==> config.mk <==
export PLATFORM = sky130hd
export DESIGN_NAME = block_buffer_cache_directory
export DESIGN_NICKNAME = d
export VERILOG_FILES = /design/src/bbcd_pkg.sv /design/src/bbcd_ctrl.sv /design/src/bbcd_dpath.sv /design/src/block_buffer_cache_directory.sv
export SDC_FILE = /design/constraint.sdc
export NUM_CORES = 2
export LEC_CHECK = 0
export BUFFER_PORTS_ARGS = -buffer_cell sky130_fd_sc_hd__buf_4
export CAP_MARGIN = 20
export CORE_MARGIN = 4
export CORE_UTILIZATION = 45
export DETAILED_ROUTE_END_ITERATION = 16
export PLACE_DENSITY_LB_ADDON = 0.12
export SETUP_SLACK_MARGIN = 0.15
export SLEW_MARGIN = 15
export SYNTH_ARGS = -nofsm -noshare
export SYNTH_HDL_FRONTEND = slang
export SYNTH_SLANG_ARGS = --single-unit
==> constraint.sdc <==
create_clock -name clk -period 11 [get_ports clk]
set_clock_uncertainty 0.05 [all_clocks]
set_input_delay 2.2 -clock clk [delete_from_list [all_inputs] [get_ports clk]]
set_output_delay 2.2 -clock clk [all_outputs]
set_load 0.01 [all_outputs]
==> src/bbcd_pkg.sv <==
// ============================================================================
// bbcd_pkg - block buffer cache directory shared definitions
// Types, sizes and codes used by the controller, datapath and top level.
// ============================================================================
package bbcd_pkg;

    localparam int NUM_BUFFERS = 32;
    localparam int REF_BITS    = 8;
    localparam int IDX_W       = $clog2(NUM_BUFFERS);

    // Fixed field widths of the stream words
    localparam int S_DATA_W = 80;
    localparam int S_USER_W = 2;
    localparam int M_DATA_W = 16;

    localparam logic [REF_BITS-1:0] REF_MAX = '1;

    typedef enum logic [1:0] {
        REQ_GET     = 2'd0,
        REQ_RELEASE = 2'd1,
        REQ_PIN     = 2'd2,
        REQ_UNPIN   = 2'd3
    } req_e_t;

    typedef enum logic [1:0] {
        ST_OK        = 2'd0,
        ST_NO_FREE   = 2'd1,
        ST_UNDERFLOW = 2'd2,
        ST_OVERFLOW  = 2'd3
    } status_e_t;

    typedef enum logic [2:0] {
        S_IDLE,
        S_GET_RD,
        S_GET_WAIT,
        S_GET_WR,
        S_OP_RD,
        S_OP_WR
    } state_e_t;

    // One directory entry
    typedef struct packed {
        logic [7:0]          dev;
        logic [31:0]         blk;
        logic [REF_BITS-1:0] refc;
        logic [31:0]         luse;
        logic                fill;
    } entry_t;

    // Captured request word
    typedef struct packed {
        req_e_t      rtype;
        logic [7:0]  dev;
        logic [31:0] blk;
        logic [4:0]  idx;
        logic [31:0] now;
    } req_t;

    typedef struct packed {
        logic [4:0] granted_index;
        logic       hit;
        logic       needs_fill;
        status_e_t  status;
    } result_t;

    // Controller to datapath
    typedef struct packed {
        logic load;
        logic scan_clr;
        logic scan_rd;
        logic op_rd;
        logic get_fin;
        logic op_fin;
    } cmd_t;

    // Datapath to controller
    typedef struct packed {
        logic scan_last;
    } sts_t;

endpackage

==> src/bbcd_ctrl.sv <==
// ============================================================================
// bbcd_ctrl - request sequencer
// Steps a request through scan or single-entry read, then the write-back.
// ============================================================================
module bbcd_ctrl
    import bbcd_pkg::*;
(
    input  logic clk,
    input  logic rst_n,
    input  logic in_valid,
    input  logic in_is_get,
    input  logic out_free,
    input  sts_t sts,
    output logic in_ready,
    output cmd_t cmd
);

    state_e_t state_reg;
    state_e_t state_next;

    always_ff @(posedge clk or negedge rst_n)
    begin
        if (!rst_n)
        begin
            state_reg <= S_IDLE;
        end
        else
        begin
            state_reg <= state_next;
        end
    end

    always_comb
    begin
        state_next = state_reg;
        case (state_reg)
            S_IDLE:
            begin
                if (in_valid)
                begin
                    state_next = in_is_get ? S_GET_RD : S_OP_RD;
                end
            end
            S_GET_RD:
            begin
                if (sts.scan_last)
                begin
                    state_next = S_GET_WAIT;
                end
            end
            S_GET_WAIT:
            begin
                state_next = S_GET_WR;
            end
            S_GET_WR:
            begin
                if (out_free)
                begin
                    state_next = S_IDLE;
                end
            end
            S_OP_RD:
            begin
                state_next = S_OP_WR;
            end
            S_OP_WR:
            begin
                if (out_free)
                begin
                    state_next = S_IDLE;
                end
            end
            default:
            begin
                state_next = S_IDLE;
            end
        endcase
    end

    always_comb
    begin
        cmd      = '0;
        in_ready = 1'b0;
        case (state_reg)
            S_IDLE:
            begin
                in_ready     = 1'b1;
                cmd.load     = in_valid;
                cmd.scan_clr = in_valid;
            end
            S_GET_RD:
            begin
                cmd.scan_rd = 1'b1;
            end
            S_GET_WR:
            begin
                cmd.get_fin = out_free;
            end
            S_OP_RD:
            begin
                cmd.op_rd = 1'b1;
            end
            S_OP_WR:
            begin
                cmd.op_fin = out_free;
            end
            default:
            begin
                cmd = '0;
            end
        endcase
    end

endmodule

==> src/bbcd_dpath.sv <==
// ============================================================================
// bbcd_dpath - directory storage and search datapath
// Entry memory with valid bits, scan pipeline, victim choice and write-back.
// ============================================================================
module bbcd_dpath
    import bbcd_pkg::*;
(
    input  logic        clk,
    input  logic        rst_n,
    input  cmd_t        cmd,
    input  req_e_t      in_rtype,
    input  logic [7:0]  in_dev,
    input  logic [31:0] in_blk,
    input  logic [4:0]  in_idx,
    input  logic [31:0] in_now,
    output sts_t        sts,
    output result_t     res
);

    entry_t ent_mem [NUM_BUFFERS];
    logic [NUM_BUFFERS-1:0] valid_reg;

    req_t             req_reg;
    logic [IDX_W-1:0] scan_cnt_reg;
    logic [IDX_W-1:0] rd_idx_reg;
    entry_t           rd_ent_reg;
    logic             rd_vld_reg;
    logic             cmp_reg;

    logic             match_found_reg;
    logic [IDX_W-1:0] match_idx_reg;
    entry_t           match_ent_reg;
    logic             free_found_reg;
    logic [IDX_W-1:0] best_idx_reg;
    logic [31:0]      best_time_reg;

    logic [IDX_W-1:0] raddr;
    logic [IDX_W-1:0] req_addr;
    entry_t           e;
    logic             e_match;
    logic             e_better;
    logic             in_range;
    logic             we;
    logic [IDX_W-1:0] waddr;
    entry_t           wdata;

    assign req_addr      = IDX_W'(req_reg.idx);
    assign raddr         = cmd.scan_rd ? scan_cnt_reg : req_addr;
    assign sts.scan_last = (scan_cnt_reg == IDX_W'(NUM_BUFFERS - 1));
    assign in_range      = (32'(req_reg.idx) < NUM_BUFFERS);

    // Entries never written read as all zero
    assign e        = rd_vld_reg ? rd_ent_reg : '0;
    assign e_match  = (e.dev == req_reg.dev) && (e.blk == req_reg.blk);
    assign e_better = (e.refc == '0) && (!free_found_reg || (e.luse < best_time_reg));

    always_ff @(posedge clk)
    begin
        if (cmd.load)
        begin
            req_reg.rtype <= in_rtype;
            req_reg.dev   <= in_dev;
            req_reg.blk   <= in_blk;
            req_reg.idx   <= in_idx;
            req_reg.now   <= in_now;
        end
        if (cmd.scan_rd || cmd.op_rd)
        begin
            rd_ent_reg <= ent_mem[raddr];
            rd_idx_reg <= raddr;
        end
        if (we)
        begin
            ent_mem[waddr] <= wdata;
        end
    end

    always_ff @(posedge clk or negedge rst_n)
    begin
        if (!rst_n)
        begin
            valid_reg    <= '0;
            rd_vld_reg   <= 1'b0;
            cmp_reg      <= 1'b0;
            scan_cnt_reg <= '0;
        end
        else
        begin
            cmp_reg <= cmd.scan_rd;
            if (cmd.scan_rd || cmd.op_rd)
            begin
                rd_vld_reg <= valid_reg[raddr];
            end
            if (cmd.scan_clr)
            begin
                scan_cnt_reg <= '0;
            end
            else if (cmd.scan_rd)
            begin
                scan_cnt_reg <= scan_cnt_reg + 1'b1;
            end
            if (we)
            begin
                valid_reg[waddr] <= 1'b1;
            end
        end
    end

    // Scan compare: first match and oldest free entry, ties to lowest index
    always_ff @(posedge clk or negedge rst_n)
    begin
        if (!rst_n)
        begin
            match_found_reg <= 1'b0;
            free_found_reg  <= 1'b0;
        end
        else if (cmd.scan_clr)
        begin
            match_found_reg <= 1'b0;
            free_found_reg  <= 1'b0;
        end
        else if (cmp_reg)
        begin
            if (e_match)
            begin
                match_found_reg <= 1'b1;
            end
            if (e_better)
            begin
                free_found_reg <= 1'b1;
            end
        end
    end

    always_ff @(posedge clk)
    begin
        if (cmp_reg)
        begin
            if (e_match && !match_found_reg)
            begin
                match_idx_reg <= rd_idx_reg;
                match_ent_reg <= e;
            end
            if (e_better)
            begin
                best_idx_reg  <= rd_idx_reg;
                best_time_reg <= e.luse;
            end
        end
    end

    always_comb
    begin
        we    = 1'b0;
        waddr = req_addr;
        wdata = e;
        res   = '0;
        if (cmd.get_fin)
        begin
            if (match_found_reg)
            begin
                res.granted_index = 5'(match_idx_reg);
                res.hit           = 1'b1;
                if (match_ent_reg.refc == REF_MAX)
                begin
                    res.status = ST_OVERFLOW;
                end
                else
                begin
                    we             = 1'b1;
                    waddr          = match_idx_reg;
                    wdata          = match_ent_reg;
                    wdata.refc     = match_ent_reg.refc + 1'b1;
                    wdata.fill     = 1'b1;
                    res.needs_fill = !match_ent_reg.fill;
                end
            end
            else if (free_found_reg)
            begin
                we                = 1'b1;
                waddr             = best_idx_reg;
                wdata.dev         = req_reg.dev;
                wdata.blk         = req_reg.blk;
                wdata.refc        = REF_BITS'(1);
                wdata.luse        = best_time_reg;
                wdata.fill        = 1'b1;
                res.granted_index = 5'(best_idx_reg);
                res.needs_fill    = 1'b1;
            end
            else
            begin
                res.status = ST_NO_FREE;
            end
        end
        else if (cmd.op_fin)
        begin
            res.granted_index = req_reg.idx;
            if (in_range)
            begin
                case (req_reg.rtype)
                    REQ_PIN:
                    begin
                        if (e.refc == REF_MAX)
                        begin
                            res.status = ST_OVERFLOW;
                        end
                        else
                        begin
                            we         = 1'b1;
                            wdata.refc = e.refc + 1'b1;
                        end
                    end
                    REQ_RELEASE, REQ_UNPIN:
                    begin
                        if (e.refc == '0)
                        begin
                            res.status = ST_UNDERFLOW;
                        end
                        else
                        begin
                            we         = 1'b1;
                            wdata.refc = e.refc - 1'b1;
                            // stamp last use when a release drops the final reference
                            if ((req_reg.rtype == REQ_RELEASE) &&
                                (e.refc == REF_BITS'(1)))
                            begin
                                wdata.luse = req_reg.now;
                            end
                        end
                    end
                    default:
                    begin
                        we = 1'b0;
                    end
                endcase
            end
        end
    end

endmodule

==> src/block_buffer_cache_directory.sv <==
// ============================================================================
// block_buffer_cache_directory - LRU block buffer cache directory
// Tag, reference count and last-use directory for a fixed buffer pool, with
// a registered result stage in front of the master stream.
// ============================================================================
//
//  channel  dir  tdata fields (low bit up)                       tuser
//  -------  ---  ----------------------------------------------  --------
//  s_*      in   device, block_number, buffer_index, now (80b)  req_type
//  m_*      out  granted_index, hit, needs_fill, status (16b)   -
//
// A get accepts the word, reads each buffer in turn through the single read
// port of the entry memory, makes the last compare, then writes back. Release,
// pin and unpin accept the word, read the one entry, then write back.
// Reset clears per-entry valid bits at once; no clearing pass is needed.
// A stalled master side holds the finished result and the write-back until
// the output register frees up; the next word is taken only once idle.
//
module block_buffer_cache_directory
    import bbcd_pkg::*;
(
    input  logic                clk,
    input  logic                rst_n,
    input  logic                s_tvalid,
    output logic                s_tready,
    // [7:0] device, [39:8] block_number, [44:40] buffer_index, [76:45] now
    input  logic [S_DATA_W-1:0] s_tdata,
    // [1:0] req_type
    input  logic [S_USER_W-1:0] s_tuser,
    output logic                m_tvalid,
    input  logic                m_tready,
    // [4:0] granted_index, [5] hit, [6] needs_fill, [8:7] status
    output logic [M_DATA_W-1:0] m_tdata
);

    cmd_t    cmd;
    sts_t    sts;
    result_t res;
    logic    out_free;
    logic    m_tvalid_reg;
    result_t m_res_reg;

    // Output register is free when empty or being drained this cycle
    assign out_free = !m_tvalid_reg || m_tready;

    bbcd_ctrl u_ctrl (
        .clk       (clk),
        .rst_n     (rst_n),
        .in_valid  (s_tvalid),
        .in_is_get (req_e_t'(s_tuser) == REQ_GET),
        .out_free  (out_free),
        .sts       (sts),
        .in_ready  (s_tready),
        .cmd       (cmd)
    );

    bbcd_dpath u_dpath (
        .clk      (clk),
        .rst_n    (rst_n),
        .cmd      (cmd),
        .in_rtype (req_e_t'(s_tuser)),
        .in_dev   (s_tdata[7:0]),
        .in_blk   (s_tdata[39:8]),
        .in_idx   (s_tdata[44:40]),
        .in_now   (s_tdata[76:45]),
        .sts      (sts),
        .res      (res)
    );

    // Load the result word on finish, drop valid once taken
    always_ff @(posedge clk or negedge rst_n)
    begin
        if (!rst_n)
        begin
            m_tvalid_reg <= 1'b0;
        end
        else if (cmd.get_fin || cmd.op_fin)
        begin
            m_tvalid_reg <= 1'b1;
        end
        else if (m_tready)
        begin
            m_tvalid_reg <= 1'b0;
        end
    end

    always_ff @(posedge clk)
    begin
        if (cmd.get_fin || cmd.op_fin)
        begin
            m_res_reg <= res;
        end
    end

    assign m_tvalid = m_tvalid_reg;
    assign m_tdata  = {7'b0, m_res_reg.status, m_res_reg.needs_fill,
                       m_res_reg.hit, m_res_reg.granted_index};

endmodule
==> flow_summary.json <==
{
  "ir_worst_vdd_mv": 0.2412,
  "yosysUniqueCellTypes": 76,
  "worstReg2RegStart": "u_dpath.rd_vld_reg",
  "routabilityCongestion": 0.8269,
  "synth-async-reset-ratio_pct": 1.534,
  "row_count": 187,
  "hp-class": "reg2reg",
  "multi_input_area_mm2": 0.02773,
  "hold_violations": 0,
  "startpoint_type": "register",
  "grt_pass1_wl_um": 488000,
  "path_class": "reg2reg",
  "crit_slowest_cell": "nor2_4",
  "cts_tree": "built",
  "p_leak_nw": 46.18,
  "min_period_ps": 6437,
  "worst_setup_path_end_kind": "register",
  "syn_avg_cell_area_um2": 14.38,
  "grt.total_usage_pct": 24.42,
  "final_util_pct": 50.81,
  "fin_total_pwr_mw": 35.45,
  "cts.htree.levels": 5,
  "cts_resized": 0,
  "tightestPinTransition_ps": 1145,
  "layout_common_cells": "2889 x edfxtp_1, 2033 x nand2_1, 846 x nand3_1",
  "fin_setup_tns_ps": 0,
  "fmax_mhz": 155.4,
  "crit_top_cell": "buf_4",
  "clk-insertion-delay-late_ps": 870,
  "reg2reg_slack_ps": 4560,
  "drive_above_1_share_pct": 11.00,
  "slew_headroom_pct": 23.66,
  "final_common_cell": "edfxtp_1",
  "synth-seq-area-share_pct": 74.42,
  "wire_per_inst_um": 28.31,
  "die-area_mm2": 0.2707,
  "critPathRequiredTime_ps": 11420,
  "n_fill_cell": 21630,
  "cts_setup_buffers": 0,
  "remaining_drc_errors": 0,
  "cts_inserted_buffers": 316,
  "port_buffers": 93,
  "dr.first_iter.drc_count": 7946,
  "crit_chain": "buf_4, nand2_1, inv_1, ha_1, and3_1, nand4_1, nand3_1, and2_1, o21ai_1, nand3_1, nor2_4, buf_4, buf_4",
  "critPathCapture": "u_dpath.ent_mem[12][26]",
  "slew_viol_final": 0,
  "r2r_end": "u_dpath.ent_mem[12][26]",
  "root_buffer": "clkbuf_16",
  "synth_ff_type": "edfxtp_1",
  "final-seq-area_mm2": 0.08788,
  "yosysWarnings": 0,
  "syn_inst": 8211,
  "die_w_um": 520.3,
  "drtPass1Iterations": 6,
  "grt_antenna_before_repair": 8,
  "finalNetCount": 8401,
  "power_density_mw_per_mm2": 267.9,
  "placed_area_mm2": 0.1227,
  "drtAntennaViolNets": 0,
  "ios": 104,
  "via_count": 70810,
  "ys_ff_latch": 2934,
  "vias_per_cell": 5.905,
  "grt_max_degree": 182,
  "grt.overflow.total": 0,
  "cts.sinks": 2934,
  "syn_area_mm2": 0.1181,
  "dp_hpwl_um": 166300,
  "largest_reg_flops": 2592,
  "routed_wl_um": 339500,
  "die_y_um": 520.3,
  "clk_pin_slew_worst_paths_ps": 60,
  "final_min_period_over_clock_period_pct": 58.52,
  "rsz0062_at_grt": "false",
  "cpPeakStageDelay_ps": 960,
  "initial_utilization_pct": 45.35,
  "max_cap_viol_count": 0,
  "setup_violations": 0,
  "final_area_mm2": 0.1323,
  "cp.arrival_ps": 6860,
  "area_growth_pct": 12.04,
  "holdWs_ps": 405.8,
  "core_mm2": 0.2604,
  "ff2ff_path_depth": 13,
  "status": "finished, final reports clean",
  "hold_buffers": 0,
  "synth_edf_count": 2889,
  "grt_pass1_vias": 68870,
  "cts_max_path_buffers": 4,
  "cp-startpoint": "u_dpath.rd_vld_reg",
  "crit_fanout": 58
}
[cells in the mapped netlist, types with 66 or more instances]
master,n,area [um2]
a21oi_1,66,330.3
a221oi_2,82,1231
a311oi_1,164,1436
a31oi_1,165,1032
a32o_1,83,830.8
and2_1,81,506.7
and3_1,171,1070
buf_2,171,855.8
clkbuf_1,269,1010
edfxtp_1,2889,86750
inv_1,105,394.1
mux2i_1,341,3413
mux4_2,81,1824
nand2_1,2033,7631
nand3_1,847,4239
nor2_1,102,382.9
[routing by layer]
metal	global-route usage, %	wire, um
met1	33.82	143300
met5	0	13
met2	40.51	164000
met3	2.943	20620
met4	7.784	11640
[area by class of cell]
type / instances / share of cell area (%)
timing repair buffer: 285 / 1.830
inverter: 109 / 0.3300
clock inverter: 131 / 0.8303
sequential: 2934 / 66.42
clock buffer: 402 / 6.317
tap: 3496 / 3.306
multi-input combinational: 4631 / 20.96
antenna: 3 / 0.005674
[worst max-delay path, delay by kind of cell (launching register included)]
kind	cells	cell delay (ps)
AO/OA/AOI/OAI	1	390
adder cells (fa/ha/maj)	1	250
buffers and inverters	4	1780
AND/OR/NAND/NOR	7	2660
flip-flops	1	750
[metrics by stage]
| step | worst slack [ps] | std cells |
|---|---|---|
| after global placement | 3689 | 11440 |
| after global routing | 4306 | 11990 |
| after CTS | 4568 | 11980 |
| after floorplan | 1045 | 8217 |
| final | 4563 | 11990 |
| after detailed placement | 3669 | 11450 |
[power by group]
| part | switching, mW | internal [mW] | total (mW) |
|---|---|---|---|
| Sequential | 0.439 | 14.5 | 14.9 |
| Clock | 4.24 | 5.73 | 9.96 |
| Combinational | 7.42 | 3.12 | 10.5 |
| Total | 12.1 | 23.3 | 35.4 |
[cells by family (layout without fill, tap and decap cells)]
logic type	after synthesis	count (layout)	synth area share, %
AOI/OAI and AO/OA	824	824	5.879
xor gates and xnor gates	22	22	0.1632
adders and majority gates	38	38	0.4026
buffers and inverters	652	927	2.514
DFF	2934	2934	74.42
muxes	423	423	4.454
other	1	10	0.003175
and+or+nand+nor	3317	3317	12.17
[worst min-delay path by stage]
stage                               start                       end  slack, ps  cells after the start
floorplan           u_dpath.rd_idx_reg[0]   u_dpath.best_idx_reg[0]        370                      0
global placement    u_dpath.rd_idx_reg[1]  u_dpath.match_idx_reg[1]        370                      0
detailed placement  u_dpath.rd_idx_reg[0]  u_dpath.match_idx_reg[0]        390                      0
CTS                 u_dpath.rd_idx_reg[0]   u_dpath.best_idx_reg[0]        400                      0
global route        u_dpath.rd_idx_reg[0]   u_dpath.best_idx_reg[0]        410                      0
finish              u_dpath.rd_idx_reg[2]  u_dpath.match_idx_reg[2]        410                      0
No activity file was read; power rests on OpenSTA's default activity.
